==> src/rtl/core/bbd_pkg.sv <==
// ----------------------------------------------------------------------------
// bbd_pkg
// Shared types and constants of the bilinear Bayer demosaic core.
// ----------------------------------------------------------------------------
package bbd_pkg;

  localparam int DEF_MAX_WIDTH      = 4096;
  localparam int DEF_MAX_HEIGHT     = 4096;
  localparam int DEF_GAIN_FRAC_BITS = 12;

  localparam int PIX_W      = 16;
  localparam int SIZE_CFG_W = 13;
  localparam int PACK_W     = 64;
  localparam int SUM_W      = 18;
  localparam int CNT_W      = 3;
  localparam int QUEUE_DEPTH = 4;

  localparam logic [1:0] CFG_IMAGE_WIDTH   = 2'd0;
  localparam logic [1:0] CFG_IMAGE_HEIGHT  = 2'd1;
  localparam logic [1:0] CFG_BLACK_LEVELS  = 2'd2;
  localparam logic [1:0] CFG_CHANNEL_GAINS = 2'd3;

  localparam logic [PACK_W-1:0] GAINS_RESET = 64'h1000_1000_1000_1000;

  // CFA site, encoded as {row odd, column odd}
  typedef enum logic [1:0] {
    SITE_R  = 2'd0,
    SITE_GR = 2'd1,
    SITE_GB = 2'd2,
    SITE_B  = 2'd3
  } site_t;

  typedef struct packed {
    logic vt;
    logic vb;
    logic vl;
    logic vr;
    logic rodd;
    logic codd;
    logic fe;
  } pos_t;

  typedef struct packed {
    logic [PIX_W-1:0] ctr;
    logic [SUM_W-1:0] sum_a;
    logic [CNT_W-1:0] cnt_a;
    logic [SUM_W-1:0] sum_b;
    logic [CNT_W-1:0] cnt_b;
    site_t            site;
    logic             fe;
  } entry_t;

endpackage

==> src/rtl/core/bbd_back.sv <==
// ----------------------------------------------------------------------------
// bbd_back
// Divides the neighbor sums by their counts and holds the RGB result.
// ----------------------------------------------------------------------------
module bbd_back (
  input  logic                    clk,
  input  logic                    rst_n,
  input  logic                    not_empty,
  input  bbd_pkg::entry_t         pop_data,
  output logic                    pop,
  output logic                    out_tvalid,
  input  logic                    out_tready,
  output logic [3*bbd_pkg::PIX_W-1:0] out_tdata,
  output logic                    out_tlast
);
  import bbd_pkg::*;

  localparam int          DIV3_SHIFT = 19;
  localparam logic [17:0] DIV3_MUL   = 18'd174763;

  logic             out_valid_r, out_last_r;
  logic [PIX_W-1:0] red_r, grn_r, blu_r;
  logic [PIX_W-1:0] qa, qb, red_nxt, grn_nxt, blu_nxt;

  function automatic logic [PIX_W-1:0] avg(input logic [SUM_W-1:0] s,
                                           input logic [CNT_W-1:0] n);
    logic [2*SUM_W-1:0] p;
    logic [PIX_W-1:0]   q;
    begin
      p = (2*SUM_W)'(s) * (2*SUM_W)'(DIV3_MUL);
      unique case (n)
        3'd1:    q = s[PIX_W-1:0];
        3'd2:    q = s[PIX_W:1];
        3'd3:    q = p[DIV3_SHIFT +: PIX_W];
        3'd4:    q = s[PIX_W+1:2];
        default: q = '0;
      endcase
      return q;
    end
  endfunction

  assign pop = not_empty && (!out_valid_r || out_tready);

  always_comb begin
    qa = avg(pop_data.sum_a, pop_data.cnt_a);
    qb = avg(pop_data.sum_b, pop_data.cnt_b);
    unique case (pop_data.site)
      SITE_R: begin
        red_nxt = pop_data.ctr;
        grn_nxt = qa;
        blu_nxt = qb;
      end
      SITE_B: begin
        red_nxt = qb;
        grn_nxt = qa;
        blu_nxt = pop_data.ctr;
      end
      default: begin
        red_nxt = qa;
        grn_nxt = pop_data.ctr;
        blu_nxt = qb;
      end
    endcase
  end

  always_ff @(posedge clk) begin
    if (!rst_n) begin
      out_valid_r <= 1'b0;
    end else if (pop) begin
      out_valid_r <= 1'b1;
    end else if (out_tready) begin
      out_valid_r <= 1'b0;
    end
  end

  always_ff @(posedge clk) begin
    if (pop) begin
      red_r      <= red_nxt;
      grn_r      <= grn_nxt;
      blu_r      <= blu_nxt;
      out_last_r <= pop_data.fe;
    end
  end

  assign out_tvalid = out_valid_r;
  assign out_tdata  = {blu_r, grn_r, red_r};
  assign out_tlast  = out_last_r;

endmodule

==> config.mk <==
export PLATFORM = sky130hd
export DESIGN_NAME = bbd_back
export DESIGN_NICKNAME = d
export VERILOG_FILES = /design/src/rtl/core/bbd_pkg.sv /design/src/rtl/core/bbd_back.sv
export SDC_FILE = /design/constraint.sdc
export NUM_CORES = 1
export LEC_CHECK = 0
export ABC_CLOCK_PERIOD_IN_PS = 10930
export BUFFER_PORTS_ARGS = -buffer_cell sky130_fd_sc_hd__buf_2
export CAP_MARGIN = 10
export CORE_ASPECT_RATIO = 0.75
export CORE_MARGIN = 2
export CORE_UTILIZATION = 50
export CTS_CLUSTER_SIZE = 16
export DETAILED_ROUTE_END_ITERATION = 8
export PLACE_DENSITY_LB_ADDON = 0.3
export SKIP_LAST_GASP = 1
export SLEW_MARGIN = 20
export SYNTH_ARGS = -nofsm -noshare
export SYNTH_HDL_FRONTEND = slang
export SYNTH_SLANG_ARGS = --single-unit
==> constraint.sdc <==
create_clock -name clk -period 10.93 [get_ports clk]
set_input_delay 0.5465 -clock clk [delete_from_list [all_inputs] [get_ports clk]]
set_output_delay 0.5465 -clock clk [all_outputs]
set_load 0.01 [all_outputs]
==> metrics.md <==
| Metric | Value |
|---|---|
| Mapped Area | `about 14000 um^2` |
| Fin crit share | `0.586` |
| Hold_buf cts | `0` |
| Final Hold Viols | `0` |
| FFs w/ async S/R, synth | `0` |
| Antenna violations before repair | `2` |
| WL/cell | `approximately 19 um` |
| Pwr per Cell Area | `roughly 270 nW/um^2` |
| Outcome | `completed` |
| Clock Skew | `0.00740 ns` |
| Total track usage | `0.265` |
| DRC viols | `0` |
| Post-synth top flop | `edfxtp_1` |
| CTS sink cnt | `50` |
| EDFF count, synth | `slightly below 50` |
| Clock transition at path regs | `0.06 ns` |
| Htree depth | `2` |
| Detailed Route WL | `between 30000 and 40000 um` |
| Root Driver | `clkbuf_16` |
| Max_cap viols | `0` |
| Gate Count Post-Synth | `1531` |
| Setup violators final | `0` |
| Vias | `11.2k` |
| Clk buf depth | `2` |
| 1st-iter DRT viols | `963` |
| Final ANT Viol Nets | `0` |
| Final GP Congestion | `about 1` |
| Die Span X | `about 200 um` |
| Die Ht | `around 150 um` |
| Core area | `approximately 28000 um^2` |
| #FFs+latches synth | `50` |
| WHS | `about 0.43 ns` |
| Synth warnings | `0` |
| Worst skew pair latency | `0.29 ns` |
| Mapped Avg Cell Area | `between 9 and 10 um^2` |
| Grt ovf | `0` |
| Area growth syn-to-layout | `8.07%` |
| RSZ-0062 raised after global routing | `no` |
| DP HPWL | `34100 um` |
| Placed cell areas | `between 15000 and 20000 um^2` |
| Cell Rows | `53` |
| Worst IR drop on VDD | `between 200 and 250 uV` |
| Relative slew slack | `0.234` |
| First-pass GRT wire length | `61500 um` |
| Worst endpoint required time | `around 11 ns` |
| CTS buffer count | `5` |
| Pleak | `around 8.5 nW` |
| Util after Layout | `0.554` |
| Largest net degree at the start of global routing | `between 50 and 60` |
| Distinct cells, synth | `65` |
| Max-slew violation count | `0` |
| Worst Tran Pin Value | `1.14 ns` |
| Share of layout cells above drive strength 1 | `0.0973` |
| Final min period | `~6.4 ns` |
| Via density | `roughly 5.5` |
| Pre-antenna DRT Iters | `6` |
| Fillers | `between 2k and 3k` |
| CP Launch Type | `primary input` |
| Die footprint | `about 30000 um^2` |
| Seq/Total Area, Yosys | `0.103` |
| Number of global-route vias before repair | `~11k` |
| Total negative slack | `0 ns` |
| Critical path type | `primary input to flip-flop` |
| Achievable frequency | `156 MHz` |
| CP Capture Type | `flip-flop` |
| Number of port buffers | `approximately 120` |
| Min-delay worst type | `primary input to flip-flop` |
| Initial Util | `0.512` |
| CTS tree | `built` |
| Post-CTS Repair Setup Buffers | `0` |
| NumNets Final | `2224` |
| # resized after CTS | `0` |
| Pwr Total | `4.27 mW` |
| I/O pins | `approximately 120` |
| Post-Syn Nets | `2122` |
| Final Instance Area | `about 16000 um^2` |
| Critical Path Fanout Max | `9` |
| Worst path arrival time | `6.44 ns` |
[cell usage after synthesis (all sizes together) (10+ instances only)]
cell | instances | share of area
nand2 | 42 | 0.011
edfxtp | 49 | 0.10
a21oi | 67 | 0.023
or3 | 12 | 0.0054
a21o | 18 | 0.0097
clkbuf | 24 | 0.0065
o21ai | 37 | 0.013
nand3 | 11 | 0.0038
a22oi | 35 | 0.018
a211oi | 10 | 0.0052
nor3 | 17 | 0.0059
nor2b | 10 | 0.0043
ha | 309 | 0.27
nor2 | 53 | 0.014
inv | 455 | 0.12
xnor2 | 17 | 0.010
a31oi | 17 | 0.0073
a221oi | 13 | 0.0079
mux2 | 13 | 0.010
fa | 217 | 0.30
[final cells by class]
type | instances | area [um^2] | area share
antenna | 2 | 5.00 | 0.000320
sequential | 50 | 1490 | 0.0954
inverter | 456 | 1710 | 0.109
tap | 385 | 482 | 0.0308
multi-input combinational | 997 | 11200 | 0.714
clock buffer | 6 | 129 | 0.00824
timing repair buffer | 123 | 636 | 0.0406
clock inverter | 2 | 13.8 | 0.000880
[worst paths after layout]
check / slack [ns] / from / endpoint / cells past startpoint
worst min-delay path: 0.43 / pop_data[0] / out_tlast / 1
worst max-delay path: 4.53 / pop_data[7] / red_r[14] / 22
worst max register to register: 9.44 / out_tvalid / blu_r[4] / 3
worst min register to register: 0.68 / out_tvalid / out_tvalid / 2
[sequential cells by signal, indices dropped and copies added (netlist names)]
name        count
out_tvalid      1
grn_r          16
red_r          16
out_tlast       1
blu_r          16
[logic make-up (layout without fill, tap and decap cells)]
family                     count (synthesis)  in the layout  synth area share
adders and majority gates                526            526             0.567
buffers and inverters                    484            587             0.126
AOI/OAI and AO/OA                        247            247             0.113
and+or+nand+nor                          182            182            0.0620
DFF                                       50             50             0.103
xor gates and xnor gates                  25             25            0.0151
muxes                                     17             17            0.0129
other                                      0              2                 0
[critical path, stage by stage]
cell,delay [ns]
buf_2,0.18
ha_1,0.38
xor2_1,0.47
ha_1,0.34
inv_1,0.08
fa_1,0.41
inv_1,0.08
fa_1,0.42
fa_1,0.49
inv_1,0.05
fa_1,0.47
inv_1,0.07
ha_1,0.31
a21oi_1,0.22
o21ai_1,0.10
or3_1,0.38
o211a_1,0.29
o21a_1,0.26
o31a_1,0.31
or3_1,0.34
a31oi_1,0.18
nor3_1,0.08
[placed cells by master, fill, tap and decap left out, types with 5 or more instances in the layout]
cell type	count
a211oi_1	10
a21o_1	14
a21oi_1	66
a221oi_1	13
a22oi_1	35
a31oi_1	17
and2_1	6
and3_1	7
buf_2	115
buf_4	8
clkbuf_16	5
edfxtp_1	49
fa_1	217
ha_1	309
inv_1	455
mux2_2	13
nand2_1	42
nand3_1	11
nor2_1	53
nor2b_1	9
nor3_1	17
o21a_1	9
o21ai_0	35
o31ai_1	6
or3_1	10
xnor2_1	17
xor2_1	8
[metal layers]
layer  GRT usage  up-vias  wire [um]
met5           0        -          0
met4      0.0330        0        435
met3      0.0762       26       4230
met2       0.364      506      14900
met1       0.416     5470      19300
li1            -     5173          -
[through the flow]
stage,std cells,setup WS (ns)
after floorplan,1531,5.03
after global placement,2011,4.43
after detailed placement,2011,4.30
after CTS,2019,4.60
after global routing,2021,4.21
final,2021,4.53
[power breakdown]
part	switching, mW	leakage [nW]	internal, mW
Clock	0.0717	0.0708	0.0852
Combinational	2.24	7.89	1.59
Sequential	0.0203	0.493	0.263
Total	2.34	8.46	1.94
(Power assumes the default switching activity.)
