<file path="config.mk">
export PLATFORM = sky130hd
export DESIGN_NAME = bbd_queue
export DESIGN_NICKNAME = d
export VERILOG_FILES = /design/src/rtl/core/bbd_pkg.sv /design/src/rtl/core/bbd_queue.sv
export SDC_FILE = /design/constraint.sdc
export NUM_CORES = 1
export LEC_CHECK = 0
export BUFFER_PORTS_ARGS = -buffer_cell sky130_fd_sc_hd__buf_4
export CORE_ASPECT_RATIO = 1.5
export CORE_UTILIZATION = 57
export CTS_CLUSTER_DIAMETER = 200
export DETAILED_ROUTE_END_ITERATION = 10
export MAX_ROUTING_LAYER = met4
export PLACE_DENSITY = 0.79
export SETUP_SLACK_MARGIN = 0.1
export SLEW_MARGIN = 20
export SYNTH_ARGS = -nofsm -noshare
export SYNTH_HDL_FRONTEND = slang
export SYNTH_SLANG_ARGS = --single-unit
</file>
<file path="constraint.sdc">
create_clock -name clk -period 3.45 [get_ports clk]
set_input_delay 0.345 -clock clk [delete_from_list [all_inputs] [get_ports clk]]
set_output_delay 0.345 -clock clk [all_outputs]
set_load 0.005 [all_outputs]
</file>
<file path="src/rtl/core/bbd_pkg.sv">
// ----------------------------------------------------------------------------
// bbd_pkg
// Shared types and constants of the bilinear Bayer demosaic core.
// ----------------------------------------------------------------------------
package bbd_pkg;

  localparam int DEF_MAX_WIDTH      = 4096;
  localparam int DEF_MAX_HEIGHT     = 4096;
  localparam int DEF_GAIN_FRAC_BITS = 12;

  localparam int PIX_W      = 16;
  localparam int SIZE_CFG_W = 13;
  localparam int PACK_W     = 64;
  localparam int SUM_W      = 18;
  localparam int CNT_W      = 3;
  localparam int QUEUE_DEPTH = 4;

  localparam logic [1:0] CFG_IMAGE_WIDTH   = 2'd0;
  localparam logic [1:0] CFG_IMAGE_HEIGHT  = 2'd1;
  localparam logic [1:0] CFG_BLACK_LEVELS  = 2'd2;
  localparam logic [1:0] CFG_CHANNEL_GAINS = 2'd3;

  localparam logic [PACK_W-1:0] GAINS_RESET = 64'h1000_1000_1000_1000;

  // CFA site, encoded as {row odd, column odd}
  typedef enum logic [1:0] {
    SITE_R  = 2'd0,
    SITE_GR = 2'd1,
    SITE_GB = 2'd2,
    SITE_B  = 2'd3
  } site_t;

  typedef struct packed {
    logic vt;
    logic vb;
    logic vl;
    logic vr;
    logic rodd;
    logic codd;
    logic fe;
  } pos_t;

  typedef struct packed {
    logic [PIX_W-1:0] ctr;
    logic [SUM_W-1:0] sum_a;
    logic [CNT_W-1:0] cnt_a;
    logic [SUM_W-1:0] sum_b;
    logic [CNT_W-1:0] cnt_b;
    site_t            site;
    logic             fe;
  } entry_t;

endpackage

</file>
<file path="src/rtl/core/bbd_queue.sv">
// ----------------------------------------------------------------------------
// bbd_queue
// Short register queue between the front and back parts.
// ----------------------------------------------------------------------------
module bbd_queue #(
  parameter int DEPTH = bbd_pkg::QUEUE_DEPTH
) (
  input  logic            clk,
  input  logic            rst_n,
  input  logic            push,
  input  bbd_pkg::entry_t push_data,
  input  logic            pop,
  output bbd_pkg::entry_t pop_data,
  output logic            not_full,
  output logic            not_empty
);
  import bbd_pkg::*;

  localparam int PW = (DEPTH > 1) ? $clog2(DEPTH) : 1;
  localparam int NW = $clog2(DEPTH + 1);

  entry_t        mem_r [DEPTH];
  logic [PW-1:0] wptr_r, rptr_r;
  logic [NW-1:0] count_r;

  assign not_full  = (count_r < NW'(DEPTH));
  assign not_empty = (count_r != '0);
  assign pop_data  = mem_r[rptr_r];

  always_ff @(posedge clk) begin
    if (!rst_n) begin
      wptr_r  <= '0;
      rptr_r  <= '0;
      count_r <= '0;
    end else begin
      if (push) begin
        wptr_r <= (wptr_r == PW'(DEPTH - 1)) ? '0 : wptr_r + PW'(1);
      end
      if (pop) begin
        rptr_r <= (rptr_r == PW'(DEPTH - 1)) ? '0 : rptr_r + PW'(1);
      end
      count_r <= count_r + NW'(push) - NW'(pop);
    end
  end

  always_ff @(posedge clk) begin
    if (push) begin
      mem_r[wptr_r] <= push_data;
    end
  end

endmodule

</file>
==> qor.txt, run 1 <==
Register area: 7510 µm²
CTS sink count: 253
# IOs: 128
Sw Ratio: 20.5%
Clk_lat worst skew: 500 ps
Sw Pwr: 1330 µW
Post-Syn Instances: 362
Area of the multi-input gates: 1630 µm²
1st-iter DRT viols: 163
CP startpoint kind: flip-flop
DR DRC count: 0
Most frequent cell after synthesis: edfxtp_1
Post-cts sizing count: 0
First-pass GRT wire length: 24500 µm
Synth Flop Type: edfxtp_1
Syn_nets: 435
RSZ-0062 raised after global routing: false
Clk pwr share: 35.7%
Core Util, Final: 70.6%
# fillers: 980
TNS Setup: 0 ps
Via count: 4129
CTS tree: built
CTS Buf Count: 22
Num rows: 56
Share of cells above drive strength 1: 44.7%
Final Routed Wirelength: 16400 µm
Clock-pin slew on the worst setup and hold paths: 70 ps
Post-synth EDFFs: 244
Largest area contributor in the netlist: edfxtp_1
CP Data Required Time: 3110 ps
Worst slew pin tran: 855 ps
Clk buf depth: 3
Synth Warn #: 0
Sequential cell fraction of total power: 54.8%
Leak pwr: 0.00379 µW
Hold WC Path Type: input pin to flip-flop
Clk root buf: clkbuf_16
Pwr Density: 581 nW/µm²
Initial Util: 58.8%
Via density: 5.70
GRT Util Overall: 20.7%
Post-synth cell types: 19
Worst vdd ir: 0.000477 V
Slew Limit Fails: 0
Chip height: 159 µm
Commonest cells in the netlist: edfxtp_1 (244), mux4_2 (60), dfxtp_1 (9)
Hold buffer count at cts: 0
Synth-to-Final Area Change: 20.0%
Antenna-violating nets left: 0
Setup bufs post-CTS: 0
Die W: 106 µm
Post-detail-place hpwl: 10100 µm
Tcrit/Tclk final: 74.5%
Highest Clock Rate: 389 MHz
Max Cap Violations: 0
# diodes: 0
FF+latch count, synth: 253
Tmin final: 2570 ps
Setup WS post-layout: 880 ps
Vias in the first global route: 4396
Post-synthesis sequential area ratio: 80.6%
Clock Skew: 7.69 ps
Final GP Congestion: 0.698
CP arrival: 2230 ps
Pwr Total: 6490 µW
Final Hold Fails: 0
Share of the synthesized area in the top cell type: 78.6%
Internal power: 5160 µW
Endpoint kind of the worst setup timing path: output pin
Port buffer count: 127
Avg WL per Cell: 22.7 µm
Gr ovfl total: 0
Rel. slew slack: 43.0%
Mapped Avg Cell Area: 25.7 µm²
Layout net count: 579
Top post-synthesis cells by area: edfxtp_1 (79%), mux4_2 (15%), dfxtp_1 (1.9%)
Post-synth ARST share: 0%
Worst Setup Path Type: flip-flop to output pin
H-Tree Depth: 1
Core Region: 15800 µm²
Outcome: finished clean
Combinational power share: 9.4%
Synthesized area: 9320 µm²
# setup viols final: 0
Largest net degree at the start of global routing: 40
Crit-path max FO: 20
TritonRoute pass-1 iters: 4
Die area: 16900 µm²
Worst slack, placed: 1330 ps
Initial antenna violation count: 0
-- power by group through the flow --
stage	Combinational [µW]	Sequential, µW	Clock, µW
CTS	626	3560	2360
floorplan	328	3600	0
detailed placement	620	3630	0
global route	660	3570	2470
finish	611	3560	2320
global placement	601	3620	0
-- layout make-up --
type,count,area share (%)
clock buffer,27,5.28
inverter,7,0.235
tap,203,2.27
sequential,253,67.2
timing repair buffer,134,9.67
clock inverter,12,0.850
multi-input combinational,88,14.5
-- sequential cells by signal (all words and copies together), names as in the netlist, named ones only --
name and cells:
mem_r 244, count_r 3, rptr_r 2, wptr_r 2
-- critical path, stage by stage, from the launching register on --
cell	delay [ps]
dfxtp_4	530
buf_4	430
mux4_1	600
buf_4	150
-- cell families after synthesis --
| family | Yosys count | synth area share, % |
|---|---|---|
| xor gates and xnor gates | 1 | 0.242 |
| and+or+nand+nor | 14 | 0.886 |
| buffers and inverters | 21 | 2.05 |
| DFF | 253 | 80.6 |
| AOI/OAI and AO/OA | 2 | 0.107 |
| adders and majority gates | 8 | 1.15 |
| muxes | 63 | 15.0 |
-- stage by stage --
| stage | hold WS (ps) | area [µm²] | instances |
|---|---|---|---|
| 3_3_place_gp | 494 | 10500 | 685 |
| 5_1_grt | 31.8 | 11200 | 724 |
| 4_1_cts | 34.2 | 11200 | 724 |
| 3_5_place_dp | 494 | 10500 | 685 |
| 6_report | 47.9 | 11200 | 724 |
| 2_1_floorplan | 444 | 9320 | 362 |
-- cells in the final DEF, fill, tap and decap left out --
master / netlist / layout
and2_2: 0 / 4
clkinv_2: 0 / 2
nor2_1: 4 / 4
a21oi_1: 2 / 2
nand2b_1: 2 / 2
bufinv_16: 0 / 1
inv_6: 0 / 2
clkinvlp_4: 0 / 3
clkbuf_1: 0 / 4
clkbuf_16: 0 / 23
buf_12: 6 / 6
buf_4: 0 / 128
dfxtp_4: 0 / 1
mux4_2: 60 / 60
or3_1: 1 / 1
fa_1: 1 / 1
xnor3_1: 1 / 1
inv_1: 7 / 7
ha_1: 7 / 7
mux4_1: 1 / 1
mux2i_1: 2 / 2
clkinv_1: 0 / 4
dfxtp_1: 9 / 7
dfxtp_2: 0 / 1
edfxtp_1: 244 / 244
or3b_2: 2 / 2
and2_1: 5 / 1
-- metal layers --
metal  part of all wire [%]  global-route usage (%)
met5                      0                       -
met4                    4.3                    9.06
met3                    5.3                    3.81
met2                     55                    36.1
met1                     36                    23.3
-- worst paths after layout --
| path | from | endpoint | slack (ps) | depth (start not counted) |
|---|---|---|---|---|
| setup / recovery | flip-flop | pop_data[47] | 880 | 3 |
| setup reg to reg | wptr_r[0]$_SDFFE_PN0P_ | mem_r[0][28]$_DFFE_PP_ | 1500 | 4 |
| hold / removal | push_data[9] | mem_r[2][9]$_DFFE_PP_ | 50 | 1 |
| hold reg to reg | rptr_r[0]$_SDFFE_PN0P_ | flip-flop | 500 | 2 |
Note: power is estimated with default switching activity, not from simulation.
==> run 2: changes to the inputs <==
==> constraint.sdc (replaced) <==
create_clock -name clk -period 2.5 [get_ports clk]
set_input_delay 0.25 -clock clk [delete_from_list [all_inputs] [get_ports clk]]
set_output_delay 0.25 -clock clk [all_outputs]
set_load 0.005 [all_outputs]
==> run 2 against run 1 <==
Final area up 5.8%. Via count up 6.0%. Wire length up 3.8%. Critical path type unchanged. Die area unchanged. Clock skew down 1.7 ps. Register-to-register slack worse by 750 ps. Final cell count up 9.5%. Sequential share of layout area down 3.7 points.
==> qor.txt, run 2 (synthesis results as in run 1) <==
Outcome: finished clean
Via density: 5.52 (-3.2%)
Endpoint kind of the worst setup timing path: output pin
Die W: 106 µm (unchanged)
Core Region: 15800 µm² (unchanged)
Worst vdd ir: 0.000662 V (+39%)
Port buffer count: 127 (unchanged)
Highest Clock Rate: 439 MHz
RSZ-0062 raised after global routing: false
Placed cells: 691 (+0.88%)
Antenna-violating nets left: 0 (unchanged)
Clock Skew: 5.97 ps (-1.72 ps)
Chip height: 159 µm (unchanged)
Clock-pin slew on the worst setup and hold paths: 60 ps (about the same)
H-Tree Depth: 1 (unchanged)
Layout net count: 647 (+12%)
CP Data Required Time: 2250 ps (-860 ps)
Share of cells above drive strength 1: 40.1% (-4.7 points)
Num rows: 56 (unchanged)
DR DRC count: 0 (unchanged)
Leak pwr: 0.00409 µW (+7.7%)
Rel. slew slack: 63.8% (+21 points)
Tmin final: 2280 ps
Max reg flops: 244 (unchanged)
Core Util, Final: 74.8% (+4.1 points)
Tcrit/Tclk final: 91.1%
CTS sink count: 253 (unchanged)
Slew Limit Fails: 0 (unchanged)
Gr ovfl total: 0 (unchanged)
Avg WL per Cell: 21.5 µm (-5.3%)
Final GP Congestion: 0.737 (+5.6%)
Setup WS post-layout: 223 ps (-657 ps)
Worst slew pin tran: 543 ps (-313 ps)
Pwr Density: 758 nW/µm² (+31%)
Vias in the first global route: 4795 (+9.1%)
Synth-to-Final Area Change: 27.0%
Post-detail-place hpwl: 10400 µm (+3.6%)
Non-Filler Instances: 793 (+9.5%)
Via count: 4378 (+6.0%)
First-pass GRT wire length: 26200 µm (+6.6%)
Clk_lat worst skew: 500 ps (about the same)
Initial antenna violation count: 1 (+1)
Largest reg by FF count: mem_r
# IOs: 128 (unchanged)
Most frequent cells in the layout: edfxtp_1 (244), buf_4 (133), dlygate4sd3_1 (62)
Die area: 16900 µm² (unchanged)
Max Cap Violations: 0 (unchanged)
Clk root buf: clkbuf_16
Worst Setup Path Type: flip-flop to output pin
Final Hold Fails: 0 (unchanged)
Largest net degree at the start of global routing: 39 (-2.5%)
CTS tree: built
Clk buf depth: 3 (unchanged)
Final Routed Wirelength: 17000 µm (+3.8%)
Setup bufs post-CTS: 0 (unchanged)
CP arrival: 2030 ps (-200 ps)
Crit-path max FO: 19 (-5.0%)
Initial Util: 58.8% (unchanged)
1st-iter DRT viols: 202 (+24%)
CP startpoint kind: flip-flop
# setup viols final: 0 (unchanged)
Most common cell after layout, fill and taps aside: edfxtp_1
CTS Buf Count: 22 (unchanged)
Worst slack, placed: 670 ps (-663 ps)
GRT Util Overall: 21.7% (+1.0 points)
Hold WC Path Type: input pin to flip-flop
TNS Setup: 0 ps (unchanged)
TritonRoute pass-1 iters: 4 (unchanged)
Biggest registers after layout: mem_r x244, count_r x3
[run 2: cell types whose count changed in the layout (fill, tap and decap cells not counted), sizes merged]
cell / previous run / this run
clkinvlp: 3 / 0
dlygate4sd3: 0 / 62
inv: 9 / 7
bufinv: 1 / 0
clkinv: 6 / 4
diode: 0 / 1
clkbuf: 27 / 35
buf: 134 / 140
[run 2: layout make-up]
class | instances | area (µm²)
Clock buffer | 35 | 641
Timing Repair Buffer | 202 | 1750
Inverter | 7 | 26.3
Clock inverter | 4 | 18.8
Fill cell | 893 | 4000
Sequential cell | 253 | 7510
Multi-Input combinational cell | 88 | 1630
Tap cell | 203 | 254
Antenna cell | 1 | 2.50
[run 2: path summary, 6_finish.rpt]
check	startpoint	to	slack [ps]	cells past startpoint
max reg2reg	wptr_r[0]$_SDFFE_PN0P_	mem_r[3][51]$_DFFE_PP_	750	3
min reg2reg	rptr_r[0]$_SDFFE_PN0P_	flip-flop	530	2
max	flip-flop	pop_data[47]	220	3
min	push	wptr_r[1]$_SDFFE_PN0P_	70	3
[run 2: timing repair]
item,in CTS,in global routing
gates resized for setup,0,1
hold buffers,62,0
endpoints found under the setup margin,0,12
hold endpoints to repair,245,0
[run 2: report_power, final]
part | internal [µW] | switching, µW | total (µW) | leakage (µW)
registers | 4840 | 73.3 | 4910 | 0.00232
logic | 562 | 379 | 941 | 0.00145
clock network | 1750 | 1370 | 3120 | 0.000323
[run 2: layer usage]
layer | global-route usage [%] | vias to the layer above | share of wire, %
met4 | 7.87 | 0 | 2.4
li1 | - | 1960 | -
met2 | 37.9 | 114 | 56
met1 | 25.5 | 2270 | 38
met3 | 3.60 | 34 | 4.0
met5 | - | - | 0
[run 2: critical path, stage by stage, from the launching register on]
cell	delay, ps
dfxtp_4	540
buf_12	240
mux4_1	580
buf_4	160
[run 2: per-stage QoR]
stage               power (µW)  hold WS [ps]  cell area [µm²]
floorplan                 5420           349             9320
global placement          5830           449            10600
detailed placement        5870           453            10600
CTS                       9060          52.0            11800
global route              9290          90.3            11800
finish                    8980          67.4            11800
==> run 3: changes to the inputs <==
--- a/config.mk
+++ b/config.mk
@@ -12,6 +12,7 @@
 export DETAILED_ROUTE_END_ITERATION = 10
 export MAX_ROUTING_LAYER = met4
 export PLACE_DENSITY = 0.79
+export RECOVER_POWER = 50
 export SETUP_SLACK_MARGIN = 0.1
 export SLEW_MARGIN = 20
 export SYNTH_ARGS = -nofsm -noshare
==> run 3 against run 2 <==
Hold slack worse by 5.7 ps. Count of clock-buffer cells in the layout unchanged. Wire length decreased by 0.53%. Power shrank 0.51%. Sequential share of layout area up 1.3 points. Core utilization fell by 1.5 points. Largest cell class unchanged. Final area decreased by 1.9%. Critical endpoint unchanged. Sequential power hardly changed. First-iteration DRC count decreased by 15%. Final cell count did not move. Die area unchanged.
==> qor.txt, run 3 (synthesis results as in run 1) <==
CTS sink count: 253 (unchanged)
Endpoint kind of the worst setup timing path: output pin
Tmin final: 2270 ps (-3.14 ps)
Layout net count: 647 (unchanged)
Initial Util: 58.8% (unchanged)
Num rows: 56 (unchanged)
Slew Limit Fails: 0 (unchanged)
Via density: 5.54 (+0.32%)
Final Hold Fails: 0 (unchanged)
Highest Clock Rate: 440 MHz (+0.14%)
Synth-to-Final Area Change: 24.6%
DR DRC count: 0 (unchanged)
# fillers: 969 (+8.5%)
First-pass GRT wire length: 26200 µm (unchanged)
Leak pwr: 0.00386 µW (-5.4%)
1st-iter DRT viols: 172 (-15%)
Hold_sp: push
GRT Util Overall: 21.7% (unchanged)
Register area: 7510 µm² (unchanged)
TritonRoute pass-1 iters: 4 (unchanged)
CTS Buf Count: 22 (unchanged)
Max Cap Violations: 0 (unchanged)
Clock Skew: 7.22 ps (+1.24 ps)
Via count: 4392 (+0.32%)
FF-to-FF Start: wptr_r[1]$_SDFFE_PN0P_
Clk buf depth: 3 (unchanged)
Outcome: finished clean
Antenna-violating nets left: 0 (unchanged)
Final hold slack: 61.7 ps (-5.71 ps)
Worst Setup Path Type: flip-flop to output pin
Die area: 16900 µm² (unchanged)
Gr ovfl total: 0 (unchanged)
Pwr Density: 769 nW/µm² (+1.5%)
Most common cell after layout, fill and taps aside: edfxtp_1
Vias in the first global route: 4795 (unchanged)
H-Tree Depth: 1 (unchanged)
Port buffer count: 127 (unchanged)
Worst slew pin tran: 816 ps (+273 ps)
Clock-pin slew on the worst setup and hold paths: 60 ps (about the same)
Final Routed Wirelength: 16900 µm (-0.53%)
Worst R2R Setup Slack: 600 ps (-150 ps)
Setup crit end: pop_data[47]
Tcrit/Tclk final: 91.0% (-0.13 points)
Final GP Congestion: 0.737 (unchanged)
Clk_lat worst skew: 500 ps (about the same)
Rel. slew slack: 45.6% (-18 points)
Core Util, Final: 73.3% (-1.5 points)
Clk root buf: clkbuf_16
Area of the multi-input gates: 1630 µm² (about the same)
# setup viols final: 0 (unchanged)
CP startpoint kind: flip-flop
Crit-path max FO: 19 (unchanged)
Core Region: 15800 µm² (unchanged)
Most frequent cells in the layout: edfxtp_1 (244), clkbuf_1 (71), buf_4 (71)
Share of cells above drive strength 1: 29.7% (-10 points)
TNS Setup: 0 ps (unchanged)
Setup WS post-layout: 226 ps (+3.14 ps)
Largest reg by FF count: mem_r
Biggest registers after layout: mem_r x244, count_r x3
Die W: 106 µm (unchanged)
RSZ-0062 raised after global routing: false
CP arrival: 2020 ps (about the same)
Worst vdd ir: 0.000661 V (about the same)
Reg-to-Reg End: mem_r[1][44]$_DFFE_PP_
Avg WL per Cell: 21.4 µm (-0.53%)
Hold WC Path Type: input pin to flip-flop
Largest net degree at the start of global routing: 39 (unchanged)
Initial antenna violation count: 1 (unchanged)
Max reg flops: 244 (unchanged)
# IOs: 128 (unchanged)
Chip height: 159 µm (unchanged)
CP Data Required Time: 2250 ps (about the same)
Post-detail-place hpwl: 10400 µm (unchanged)
CTS tree: built
Register-to-Register Path Depth: 4 (+1)
Worst slack, placed: 670 ps (unchanged)
## run 3: area by class of cell
class	instances	area share, %
Antenna cell	1	0.0216
Clock buffer	35	5.52
Clock inverter	4	0.162
Inverter	7	0.226
Multi-Input combinational cell	88	14.0
Sequential cell	253	64.7
Tap cell	203	2.19
Timing Repair Buffer	202	13.1
## run 3: stage by stage
stage	instance area, µm²	std cells	total power, µW
3_3_place_gp	10600	691	5830
6_report	11600	793	8930
5_1_grt	11600	793	9250
3_5_place_dp	10600	691	5870
4_1_cts	11800	792	9060
2_1_floorplan	9320	362	5420
## run 3: worst max-delay path: stages, from the launching register on
cell     delay (ps)
dfxtp_4         540
buf_12          240
mux4_1          580
buf_4           160
## run 3: routing by layer
layer,track usage [%],share of wire (%),vias to the layer above,routed length (µm)
met5,-,0,-,0
met1,25.5,37,2284,6350
met3,3.60,3.9,33,667
li1,-,-,1963,-
met2,37.9,56,112,9520
met4,7.87,2.3,0,397
## run 3: what timing repair did
action | 4_1_cts | 5_1_grt
setup buffers | 0 | 0
hold buffers | 62 | 0
gates resized for setup | 0 | 1
endpoints found under the hold margin | 245 | 0
setup endpoints to repair | 0 | 12
## run 3: power breakdown
part           total, µW  internal [µW]  switching [µW]
sequential          4910           4840            73.2
combinational        894            520             375
clock               3120           1750            1370
## run 3: how the worst min path moves through the flow
stage	slack (ps)	endpoint	depth (start not counted)
floorplan	350	mem_r[0][0]$_DFFE_PP_	0
global placement	450	mem_r[0][14]$_DFFE_PP_	1
detailed placement	450	mem_r[1][41]$_DFFE_PP_	1
CTS	50	wptr_r[1]$_SDFFE_PN0P_	3
global route	90	rptr_r[1]$_SDFFE_PN0P_	3
finish	60	wptr_r[1]$_SDFFE_PN0P_	3
